## config.mk

```make
export PLATFORM = sky130hd
export DESIGN_NAME = running_mean_variance_xy
export DESIGN_NICKNAME = d
export VERILOG_FILES = /design/src/rtl/rmv_pkg.sv /design/src/rtl/rmv_div.sv /design/src/rtl/rmv_mul.sv /design/src/rtl/running_mean_variance_xy.sv
export VERILOG_INCLUDE_DIRS = /design/src /design/src/rtl
export SDC_FILE = /design/constraint.sdc
export NUM_CORES = 2
export LEC_CHECK = 0
export CAP_MARGIN = 5
export CELL_PAD_IN_SITES_DETAIL_PLACEMENT = 1
export CELL_PAD_IN_SITES_GLOBAL_PLACEMENT = 2
export CORE_MARGIN = 2
export CORE_UTILIZATION = 42
export DETAILED_ROUTE_END_ITERATION = 10
export DONT_BUFFER_PORTS = 1
export PLACE_DENSITY = 0.78
export SETUP_SLACK_MARGIN = 0.3
export SYNTH_ARGS = -nofsm -noshare
export SYNTH_HDL_FRONTEND = slang
export SYNTH_HIERARCHICAL = 1
export SYNTH_SLANG_ARGS = --single-unit
```

## constraint.sdc

```tcl
create_clock -name clk_i -period 6.7 [get_ports clk_i]
set_input_delay 0.335 -clock clk_i [delete_from_list [all_inputs] [get_ports clk_i]]
set_output_delay 0.335 -clock clk_i [all_outputs]
set_load 0.01 [all_outputs]
```

## src/rtl/running_mean_variance_xy_defines.svh

```systemverilog
// assertion macros for the running mean and variance block
// no dependencies
`ifndef RUNNING_MEAN_VARIANCE_XY_DEFINES_SVH
`define RUNNING_MEAN_VARIANCE_XY_DEFINES_SVH
`define RMV_ASSERT_IMPL(lbl, ante, cons) \
  lbl: assert property (@(posedge clk_i) disable iff (!rst_ni) (ante) |-> (cons)) \
    else $error("assertion failed");
`define RMV_ASSERT_NEXT(lbl, ante, cons) \
  lbl: assert property (@(posedge clk_i) disable iff (!rst_ni) (ante) |=> (cons)) \
    else $error("assertion failed");
`endif

```

## src/rtl/rmv_pkg.sv

```systemverilog
// package for the running mean and variance block: widths and constants
// no dependencies
package rmv_pkg;
  localparam int CoordBits = 16;
  localparam int CountBits = 32;
  localparam int FracBits  = 16;
  localparam int M2Shift   = 24;
  localparam int DivBits   = 64;
  localparam logic [CountBits-1:0] CountMax = {CountBits{1'b1}};
  localparam logic [39:0] VarMax = {40{1'b1}};
endpackage

```

## src/rtl/rmv_div.sv

```systemverilog
// radix-2 restoring divider, one quotient bit per cycle
// depends on rmv_pkg
module rmv_div (
  input  logic                          clk_i,
  input  logic                          rst_ni,
  input  logic                          start_i,
  input  logic [rmv_pkg::DivBits-1:0]   num_i,
  input  logic [rmv_pkg::CountBits-1:0] den_i,
  output logic                          done_o,
  output logic [rmv_pkg::DivBits-1:0]   quo_o
);
  import rmv_pkg::*;
  logic [DivBits-1:0] q_q, q_d;
  logic [CountBits-1:0] r_q, r_d;
  logic [CountBits-1:0] den_q, den_d;
  logic [6:0] cnt_q, cnt_d;
  logic busy_q, busy_d;
  logic done_q, done_d;
  logic [CountBits:0] trial;
  always_comb begin
    q_d = q_q; r_d = r_q; den_d = den_q; cnt_d = cnt_q; busy_d = busy_q;
    done_d = 1'b0;
    trial = {r_q, q_q[DivBits-1]};
    if (start_i) begin
      q_d = num_i; r_d = '0; den_d = den_i; cnt_d = 7'(DivBits); busy_d = 1'b1;
    end else if (busy_q) begin
      if (trial >= {1'b0, den_q}) begin
        r_d = CountBits'(trial - {1'b0, den_q});
        q_d = {q_q[DivBits-2:0], 1'b1};
      end else begin
        r_d = trial[CountBits-1:0];
        q_d = {q_q[DivBits-2:0], 1'b0};
      end
      cnt_d = cnt_q - 7'd1;
      if (cnt_q == 7'd1) begin
        busy_d = 1'b0;
        done_d = 1'b1;
      end
    end
  end
  assign done_o = done_q;
  assign quo_o = q_q;
  always_ff @(posedge clk_i or negedge rst_ni) begin
    if (!rst_ni) begin
      busy_q <= 1'b0;
      cnt_q  <= '0;
      done_q <= 1'b0;
    end else begin
      busy_q <= busy_d;
      cnt_q  <= cnt_d;
      done_q <= done_d;
    end
  end
  always_ff @(posedge clk_i) begin
    q_q <= q_d; r_q <= r_d; den_q <= den_d;
  end
endmodule

```

## src/rtl/rmv_mul.sv

```systemverilog
// shift-add multiplier, one multiplier bit per cycle, 48 by 48 bits
// depends on rmv_pkg
module rmv_mul (
  input  logic        clk_i,
  input  logic        rst_ni,
  input  logic        start_i,
  input  logic [47:0] a_i,
  input  logic [47:0] b_i,
  output logic        done_o,
  output logic [95:0] prod_o
);
  import rmv_pkg::*;
  logic [95:0] acc_q, acc_d;
  logic [47:0] a_q, a_d;
  logic [47:0] b_q, b_d;
  logic [5:0] cnt_q, cnt_d;
  logic busy_q, busy_d;
  logic done_q, done_d;
  always_comb begin
    acc_d = acc_q; a_d = a_q; b_d = b_q; cnt_d = cnt_q; busy_d = busy_q;
    done_d = 1'b0;
    if (start_i) begin
      acc_d = '0; a_d = a_i; b_d = b_i; cnt_d = 6'd48; busy_d = 1'b1;
    end else if (busy_q) begin
      acc_d = {acc_q[94:0], 1'b0} + (b_q[47] ? {48'd0, a_q} : 96'd0);
      b_d = {b_q[46:0], 1'b0};
      cnt_d = cnt_q - 6'd1;
      if (cnt_q == 6'd1) begin
        busy_d = 1'b0;
        done_d = 1'b1;
      end
    end
  end
  assign done_o = done_q;
  assign prod_o = acc_q;
  always_ff @(posedge clk_i or negedge rst_ni) begin
    if (!rst_ni) begin
      busy_q <= 1'b0;
      cnt_q  <= '0;
      done_q <= 1'b0;
    end else begin
      busy_q <= busy_d;
      cnt_q  <= cnt_d;
      done_q <= done_d;
    end
  end
  always_ff @(posedge clk_i) begin
    acc_q <= acc_d; a_q <= a_d; b_q <= b_d;
  end
endmodule

```

## src/rtl/running_mean_variance_xy.sv

```systemverilog
// top level of the running mean and variance block: sequencer and state
// depends on rmv_pkg, rmv_div, rmv_mul and the assertion macro header
// sequence: divide then multiply for x, then for y, then divide for var_x, var_y and pres_frac;
// with a full count only the last three divides run; otherwise five divider passes and two multiplier
// passes per item in all; one item at a time, input held until the output transfer
// reset: asynchronous, active low, clears count, means, m2 sums and presence count
`include "running_mean_variance_xy_defines.svh"
module running_mean_variance_xy (
  input  logic         clk_i,
  input  logic         rst_ni,
  input  logic         s_axis_tvalid,
  output logic         s_axis_tready,
  input  logic [31:0]  s_axis_tdata,  // pos_x, pos_y
  input  logic         s_axis_tuser,  // present
  output logic         m_axis_tvalid,
  input  logic         m_axis_tready,
  output logic [199:0] m_axis_tdata,  // item_count, mean_x, mean_y, var_x, var_y, pres_frac
  output logic         m_axis_tuser   // count_overflow
);
  import rmv_pkg::*;
  localparam logic [3:0] StIdle = 4'd0, StDivX = 4'd1, StMulX = 4'd2, StDivY = 4'd3,
    StMulY = 4'd4, StVarX = 4'd5, StVarY = 4'd6, StRat = 4'd7, StOut = 4'd8;
  logic [3:0] st_q, st_d;
  logic go_q, go_d;
  logic [CountBits-1:0] cnt_q, cnt_d, pc_q, pc_d;
  logic signed [31:0] mx_q, mx_d, my_q, my_d;
  logic [63:0] m2x_q, m2x_d, m2y_q, m2y_d;
  logic signed [CoordBits-1:0] x_q, y_q;
  logic pres_q, drop_q;
  logic signed [48:0] dd_q, dd_d;
  logic [39:0] vx_q, vx_d, vy_q, vy_d;
  logic [16:0] rat_q, rat_d;
  logic in_acc, in_y;
  logic div_start, div_done, mul_start, mul_done;
  logic [DivBits-1:0] div_num, div_quo;
  logic [CountBits-1:0] div_den;
  logic [47:0] mul_a, mul_b;
  logic [95:0] mul_p;
  logic signed [48:0] c_cur, diff, nm_full;
  logic signed [31:0] nm_sat, mean_cur;
  logic [48:0] dmag, diffmag;
  logic [64:0] m2sum;
  logic [63:0] t_val, m2_cur;
  logic [CountBits-1:0] n_val;
  logic [39:0] var_sat;
  rmv_div u_div (.clk_i, .rst_ni, .start_i(div_start), .num_i(div_num), .den_i(div_den),
    .done_o(div_done), .quo_o(div_quo));
  rmv_mul u_mul (.clk_i, .rst_ni, .start_i(mul_start), .a_i(mul_a), .b_i(mul_b),
    .done_o(mul_done), .prod_o(mul_p));
  assign in_acc = s_axis_tvalid && s_axis_tready;
  assign in_y = (st_q == StDivY) || (st_q == StMulY);
  assign c_cur = in_y ? (49'(y_q) <<< FracBits) : (49'(x_q) <<< FracBits);
  assign mean_cur = in_y ? my_q : mx_q;
  assign m2_cur = in_y ? m2y_q : m2x_q;
  assign n_val = cnt_q + 1'b1;
  assign diff = c_cur - 49'(mean_cur);
  assign diffmag = diff[48] ? 49'(-diff) : diff;
  assign dmag = dd_q[48] ? 49'(-dd_q) : dd_q;
  assign nm_full = dd_q[48] ? 49'(mean_cur) - $signed({16'd0, div_quo[32:0]}) :
                              49'(mean_cur) + $signed({16'd0, div_quo[32:0]});
  assign nm_sat = (nm_full > 49'sh7fffffff) ? 32'sh7fffffff :
                  (nm_full < -49'sh80000000) ? 32'sh80000000 : nm_full[31:0];
  assign t_val = (mul_p[95:88] != 8'd0) ? '1 : mul_p[87:24];
  assign m2sum = {1'b0, m2_cur} + {1'b0, t_val};
  assign var_sat = (cnt_q < CountBits'(2)) ? '0 :
                   (div_quo[63:40] != '0) ? VarMax : div_quo[39:0];
  always_comb begin
    st_d = st_q; go_d = 1'b0; cnt_d = cnt_q; pc_d = pc_q; mx_d = mx_q; my_d = my_q;
    m2x_d = m2x_q; m2y_d = m2y_q; dd_d = dd_q; vx_d = vx_q; vy_d = vy_q; rat_d = rat_q;
    div_start = 1'b0; mul_start = 1'b0;
    div_num = 64'(diffmag); div_den = n_val;
    mul_a = dmag[47:0];
    mul_b = (dd_q[48] != diff[48]) ? '0 : diffmag[47:0];
    unique case (st_q)
      StIdle: begin
        if (in_acc) begin
          st_d = (cnt_q == CountMax) ? StVarX : StDivX;
          go_d = 1'b1;
        end
      end
      StDivX, StDivY: begin
        if (go_q) begin
          div_start = 1'b1;
          dd_d = diff;
        end else if (div_done) begin
          if (st_q == StDivX) mx_d = nm_sat; else my_d = nm_sat;
          st_d = (st_q == StDivX) ? StMulX : StMulY;
          go_d = 1'b1;
        end
      end
      StMulX, StMulY: begin
        mul_start = go_q;
        if (!go_q && mul_done) begin
          go_d = 1'b1;
          if (st_q == StMulX) begin
            m2x_d = m2sum[64] ? '1 : m2sum[63:0];
            st_d = StDivY;
          end else begin
            m2y_d = m2sum[64] ? '1 : m2sum[63:0];
            cnt_d = n_val; pc_d = pc_q + CountBits'(pres_q);
            st_d = StVarX;
          end
        end
      end
      StVarX, StVarY, StRat: begin
        div_num = (st_q == StVarX) ? m2x_q : (st_q == StVarY) ? m2y_q :
                  64'({pc_q, {FracBits{1'b0}}});
        div_den = (st_q == StRat) ? cnt_q : cnt_q - 1'b1;
        div_start = go_q;
        if (!go_q && div_done) begin
          if (st_q == StVarX) begin
            vx_d = var_sat; st_d = StVarY; go_d = 1'b1;
          end else if (st_q == StVarY) begin
            vy_d = var_sat; st_d = StRat; go_d = 1'b1;
          end else begin
            rat_d = (cnt_q == '0) ? '0 : div_quo[16:0];
            st_d = StOut;
          end
        end
      end
      StOut: begin
        if (m_axis_tready) st_d = StIdle;
      end
      default: st_d = StIdle;
    endcase
  end
  always_ff @(posedge clk_i or negedge rst_ni) begin
    if (!rst_ni) begin
      st_q <= StIdle; go_q <= 1'b0; cnt_q <= '0; pc_q <= '0; mx_q <= '0; my_q <= '0;
      m2x_q <= '0; m2y_q <= '0;
    end else begin
      st_q <= st_d; go_q <= go_d; cnt_q <= cnt_d; pc_q <= pc_d; mx_q <= mx_d; my_q <= my_d;
      m2x_q <= m2x_d; m2y_q <= m2y_d;
    end
  end
  always_ff @(posedge clk_i) begin
    dd_q <= dd_d; vx_q <= vx_d; vy_q <= vy_d; rat_q <= rat_d;
    if (in_acc) begin
      x_q <= s_axis_tdata[CoordBits-1:0];
      y_q <= s_axis_tdata[16+CoordBits-1:16];
      pres_q <= s_axis_tuser;
      drop_q <= (cnt_q == CountMax);
    end
  end
  assign s_axis_tready = (st_q == StIdle);
  assign m_axis_tvalid = (st_q == StOut);
  assign m_axis_tdata = {7'd0, rat_q, vy_q, vx_q, my_q, mx_q, cnt_q};
  assign m_axis_tuser = drop_q;
  `RMV_ASSERT_IMPL(a_no_both, s_axis_tready, !m_axis_tvalid)
  `RMV_ASSERT_NEXT(a_out_hold, m_axis_tvalid && !m_axis_tready, m_axis_tvalid)
  `RMV_ASSERT_NEXT(a_data_hold, m_axis_tvalid && !m_axis_tready, $stable(m_axis_tdata))
endmodule

```

# --- Yosys cells after proc, flatten, opt, wreduce, memory -nomap -nowiden ---
# Index checks and enable logic that the tools add are counted.
op_classes:
  addsub: 13
  n_lt_le_gt_ge: 4
  n_eq_ne: 18
  mux: 64
  bitwise_logic: 5
  reduce_logical: 23
op_table:
  columns: ["op", "n"]
  rows:
  - ["64-bit two-way mux", 8]
  - ["48-bit two-way mux", 5]
  - ["32-bit two-way mux", 6]
  - ["49-bit two-way mux", 3]
  - ["96-bit adder", 1]
  - ["40-bit two-way mux", 2]
  - ["64-bit by 64-bit adder with 65-bit output", 1]
  - ["49-bit by 32-bit greater-than comparator with 1-bit output, second input constant", 1]
  - ["49-bit by 32-bit less-than comparator with 1-bit output, second input constant", 1]
  - ["49-bit negation", 1]
  - ["49-bit by 32-bit subtractor with 49-bit output", 1]
  - ["48-bit negation", 1]
  - ["32-bit by 34-bit adder with 35-bit output", 1]
  - ["32-bit by 34-bit subtractor with 35-bit output", 1]
  - ["33-bit by 32-bit >= comparator with 1-bit output", 1]
  - ["32-bit by 1-bit adder with 32-bit output", 1]
  - ["32-bit by 1-bit adder with 32-bit output, second input constant", 1]
  - ["32-bit == test, second input constant", 1]
  - ["32-bit zero test", 1]
  - ["32-bit by 2-bit less-than comparator with 1-bit output, second input constant", 1]
  - ["4-bit two-way mux", 8]
  - ["32-bit by 1-bit subtractor with 32-bit output, second input constant", 1]
  - ["32-bit subtractor", 1]
  - ["24-bit nonzero test", 1]
  - ["other kinds (31)", 77]
totals:
  regBits: 778
  inputBits: 37
  out_inout_bits: 203
  wordCells: 155

# --- Depth between registers and ports, before layout ---
depth:
  ltp_word: 8
  mapped_depth: 25
  depth_no_buf: 22

# --- Cells and area by module ---
# Netlist, hierarchy kept.
by_module_without_submodules:
  columns: ["mod", "n_inst", "cells_per_inst", "area_each_um2", "seq_area_each_um2"]
  rows:
  - ["running_mean_variance_xy", 1, 3397, 30295.3, 11936.4]
  - ["rmv_mul", 1, 1125, 11099.4, 5004.8]
  - ["rmv_div", 1, 677, 7448.4, 3748.6]

# --- Least setup slack after synthesis ---
# Ideal clock, no wire load.
synth_timing:
  kind: "reg2reg"
  startpoint: "register st_q[0]"
  endpoint: "register u_div.q_q[29], in the netlist u_div/quo_o[29] (data pin)"
  setup_ns: 0.260
  t_arrival_ns: 5.700
  t_required_ns: 6.440
  path_slack_ns: 0.740
  path_stages_with_launch: 22
  n_path_buf: 4
  period_less_slack_ns: 5.960
  path_cell_list: "dfrtp_1 > clkbuf_1 > and4bb_1 > buf_2 > nor2_2 > clkbuf_1 > clkbuf_1 > mux2_2 > ha_1 > or2_2 > a21oi_1 > a31oi_1 > a221o_1 > a41oi_1 > o21ai_0 > xor2_1 > or4_1 > nor4_1 > or2_1 > xor2_1 > a22oi_1 > mux2_2"
synth_via:
  elab_chain_len: 8
  elab_cells_between_ends: 19
  classes_between: "add/sub: 2; eq/ne: 6; mux: 8; reduce/logical: 3"
synth_lines:
  columns: ["element", "line", "rtl"]
  rows:
  - ["start, declared", "running_mean_variance_xy.sv:23", "logic [3:0] st_q, st_d;"]
  - ["start signal, assigned", "running_mean_variance_xy.sv:132", "st_q <= st_d; go_q <= go_d; cnt_q <= cnt_d; pc_q <= pc_d; mx_q <= mx_d; my_q <= my_d;"]
  - ["4-bit by 2-bit == test with 1-bit output or 4-bit by 3-bit == test with 1-bit output (tied branches)", "running_mean_variance_xy.sv:51", "assign in_y = (st_q == StDivY) || (st_q == StMulY);"]
  - ["1-bit logical OR (*)", "running_mean_variance_xy.sv:51", null]
  - ["49-bit two-way mux or 32-bit two-way mux (tied branches)", "running_mean_variance_xy.sv:52, running_mean_variance_xy.sv:53", null]
  - ["49-bit by 32-bit subtractor with 49-bit output (*)", "running_mean_variance_xy.sv:56", "assign diff = c_cur - 49'(mean_cur);"]
  - ["named net diff[28]", "running_mean_variance_xy.sv:39", "logic signed [48:0] c_cur, diff, nm_full;"]
  - ["49-bit negation (*)", "running_mean_variance_xy.sv:57", "assign diffmag = diff[48] ? 49'(-diff) : diff;"]
  - ["49-bit two-way mux (*)", "running_mean_variance_xy.sv:57", null]
  - ["64-bit two-way mux (*)", "running_mean_variance_xy.sv:74", "unique case (st_q)"]
  - ["named net div_num[29]", "running_mean_variance_xy.sv:35", "logic [DivBits-1:0] div_num, div_quo;"]
  - ["64-bit two-way mux (*)", "rmv_div.sv:24", "if (start_i) begin"]
  - ["named net u_div.q_d[29]", "rmv_div.sv:13", "logic [DivBits-1:0] q_q, q_d;"]
  - ["end signal, assigned", "rmv_div.sv:55", "q_q <= q_d; r_q <= r_d; den_q <= den_d;"]
  - ["end, declared", "rmv_div.sv:13", null]
# The timed path passes the listed nets; every way through them passes the cells marked *.
# A chain may end at the register's enable or synchronous reset.

# --- Final worst setup path ---
layout_timing:
  startpoint: "register st_q[2]"
  endpoint: "register u_div.q_q[29], in the netlist u_div/quo_o[29] (data pin)"
# The elaborated chain is that of the path after synthesis.

==> results.yml <==
outcome:
  status: "finished with violations"
  violations: "hold timing"
timing:
  maxSlewViolCount: 0
  hold_ws_ns: -0.630
  slew_headroom_pct: 14.0
  max_freq_mhz: 164
  rsz0062_at_grt: "false"
  tightest_slew_ns: 1.29
  period_needed_ns: 6.09
  final-hold-violation-count: 278
  fin_crit_sh_pct: 90.9
  fin_skew_ns: 0.0286
  setup_viol: 0
  tns_ns: 0
run:
  maxCapViolCount: 0
critical_path:
  critPathLaunch: "st_q[2]"
  rr_startpoint: "st_q[2]"
  crit_top_cell: "buf_4"
  timing.rr.end: "u_div/quo_o[29]"
  slowest_stage: "or4_1"
  rrSetupSlack_ns: 0.61
  path_class: "reg -> reg"
  required_ns: 7.16
  crit_path_end_kind: "register"
  path_max_fanout: 16
  crit_end: "u_div/quo_o[29]"
  slowest_delay_ns: 0.61
  worstPathArrival_ns: 6.55
  worstRegToRegCells: 19
  startpoint_type: "register"
  crit_chain: "buf_4 > nor4b_4 > buf_4 > nor3_1 > or2_2 > ha_1 > nor4b_2 > or2_1 > and3_1 > a41oi_1 > o21ai_0 > xor2_1 > buf_4 > or4_1 > nor4_1 > or2_1 > xor2_1 > a22oi_1 > mux2_2"
synthesis:
  synth_top_area_share_pct: 22.9
  synth_warnings: 6
  synth_adder_area_share_pct: 5.42
  synth_compound_area_share_pct: 17.0
  yosysTopAreaCell: "edfxtp_1"
  synthCells: 5199
  synth_seq_cells: 778
  synth_xor_area_share_pct: 7.94
  synth_top_family_by_area: "simple AND/OR/NAND/NOR gates"
  ys_async_sr_fraction_pct: 35.7
  ys_seq_area_share_pct: 42.4
  synth_cell_types: 101
  yosysMostFrequentCell: "nand2_1"
  syn_area_um2: 48800
  synthSimpleGateAreaFrac_pct: 17.5
  synth_edf_count: 372
  avgSynthCellArea_um2: 9.39
  synth_area_leaders: "edfxtp_1 23%, dfrtp_1 14%, xnor2_1 5.5%, ha_1 5.3%, dfxtp_1 5.2%"
  synthMuxAreaShare_pct: 6.25
  ys_top_cells_by_count: "510 x nand2_1, 486 x nor2_1, 372 x edfxtp_1"
  synth_ff_type: "edfxtp_1"
clock_tree:
  cts_tree: "built"
  clockBufferDepth: 3
  cts_root_buf: "clkbuf_16"
  cts.clk_slew.worst_paths_ns: 0.06
  clock-sinks: 778
  cts_hold_buf: 34
  clock_latency_ns: 0.72
  cts-buffers-inserted: 91
  htree_levels: 3
power:
  total_power_mw: 30.7
  max-vdd-ir-drop_uv: 818
  total_leakage_power_nw: 22.7
  pwr_density_cell_nw_per_um2: 570
floorplanning:
  num_rows: 125
  start_util_pct: 42.2
  die_area_um2: 119000
  die_w_um: 345
  die_height_um: 345
  core_area_um2: 116000
  io_pins: 240
place:
  place_congestion: 0.904
  dpl.hpwl_um: 121000
  port_buffers: 0
  dpl-instance-area_um2: 50500
global_routing:
  grt_max_degree: 279
  grt_pass1_vias: 40357
  antenna_found_initial: 2
  grt-ovfl-total: 0
  grt_pass1_wl_um: 253000
  grt_use_total_pct: 27.1
layout:
  syn_to_final_growth_pct: 10.5
  postLayoutCellArea_um2: 54000
  drive_above_1_share_pct: 11.5
  num_antenna_cells: 0
  utilization_pct: 46.6
  fin_nets: 5391
route:
  drc_errors: 0
  drt_iter0_markers: 2703
  routed_wl_um: 164000
  via_count: 39404
  wl_per_cell_um: 24.4
  detail-route-antenna-nets: 0
  routed_via_density: 5.84
  dr.pass1.iters: 5
min_path:
  min_path_type: "in -> async"
==> metrics by stage <==
step	instances	worst slack, ns
floorplan	5212	0.740
global placement	6538	0.667
CTS	6743	0.369
detailed placement	6538	0.367
global route	6747	0.314
finish	6747	0.607
==> worst min-delay path by stage <==
stage / endpoint / from / depth (start not counted) / slack, ns
finish: m2y_q[59] / rst_ni / 0 / -0.63
global route: m2y_q[59] / rst_ni / 0 / -0.68
global placement: u_mul/cnt_q[2] / rst_ni / 0 / 0.06
floorplan: cnt_q[0] / rst_ni / 0 / 0.04
detailed placement: u_mul/cnt_q[3] / rst_ni / 0 / 0.05
CTS: u_mul/busy_q / rst_ni / 0 / -0.72
==> state kept, by name (all words and copies together), names as in the netlist, 48 cells and up <==
register,count
dd_q,49
u_div/quo_o,64
u_mul/prod_o,96
u_mul/b_q,48
m2x_q,64
u_mul/a_q,48
m2y_q,64
==> logic make-up after synthesis <==
| kind of cell | count (synthesis) |
|---|---|
| AO/OA/AOI/OAI | 1293 |
| XOR/XNOR | 442 |
| adder cells (fa/ha/maj) | 209 |
| buffers and inverters | 432 |
| flip-flops | 778 |
| multiplexers | 279 |
| other | 1 |
| AND/OR/NAND/NOR | 1765 |
==> metal layers <==
metal	part of all wire, %	global-route usage [%]	up-vias
met5	0.015	0	-
met4	2.6	7.55	4
met3	3.5	3.39	207
met2	50	46.9	672
met1	44	35.7	19841
li1	-	-	18680
==> where the power goes <==
part / switching [mW] / total, mW / internal [mW]
Sequential: 1.15 / 7.46 / 6.31
Combinational: 11.4 / 18.1 / 6.67
Clock: 2.20 / 5.22 / 3.02
==> layout make-up <==
cell class              instances  area (um^2)
repair buffers                125         1070
flip-flops and latches        778        20700
clock inverters                63          682
multi-input cells            4002        26600
well taps                    1524         1910
fillers                     13005        61800
clock buffers                 108         2410
inverters                     147          552
==> layout by cell type, fill, tap and decap left out, types with 87 or more instances in the layout <==
master     synthesis  final
nand2_1          510    508
clkbuf_16          0     93
or2_2             93     93
buf_4              7     87
o21ai_0          301    301
a21o_1           141    141
xnor2_1          306    306
nand3_1          104    102
nor2_1           486    484
edfxtp_1         372    372
a21oi_1          348    347
dfxtp_1          128    128
dfrtp_1          278    275
mux2_2           207    207
and2_1            90     88
xor2_1           135    135
inv_1            146    145
ha_1             205    205
==> critical path: cells and delay by family, from the launching register on <==
family / cells / cell delay, ns
xor gates and xnor gates: 2 / 0.31
adders and majority gates: 1 / 0.28
buffers and inverters: 3 / 0.74
and+or+nand+nor: 9 / 3.11
DFF: 1 / 0.37
muxes: 1 / 0.29
AOI/OAI and AO/OA: 3 / 0.72
==> timing repair <==
action,4_1_cts,5_1_grt
endpoints found under the setup margin,0,121
endpoints found under the hold margin,312,278
setup buffers,0,4
resized for setup,0,4
(Power assumes the default switching activity.)
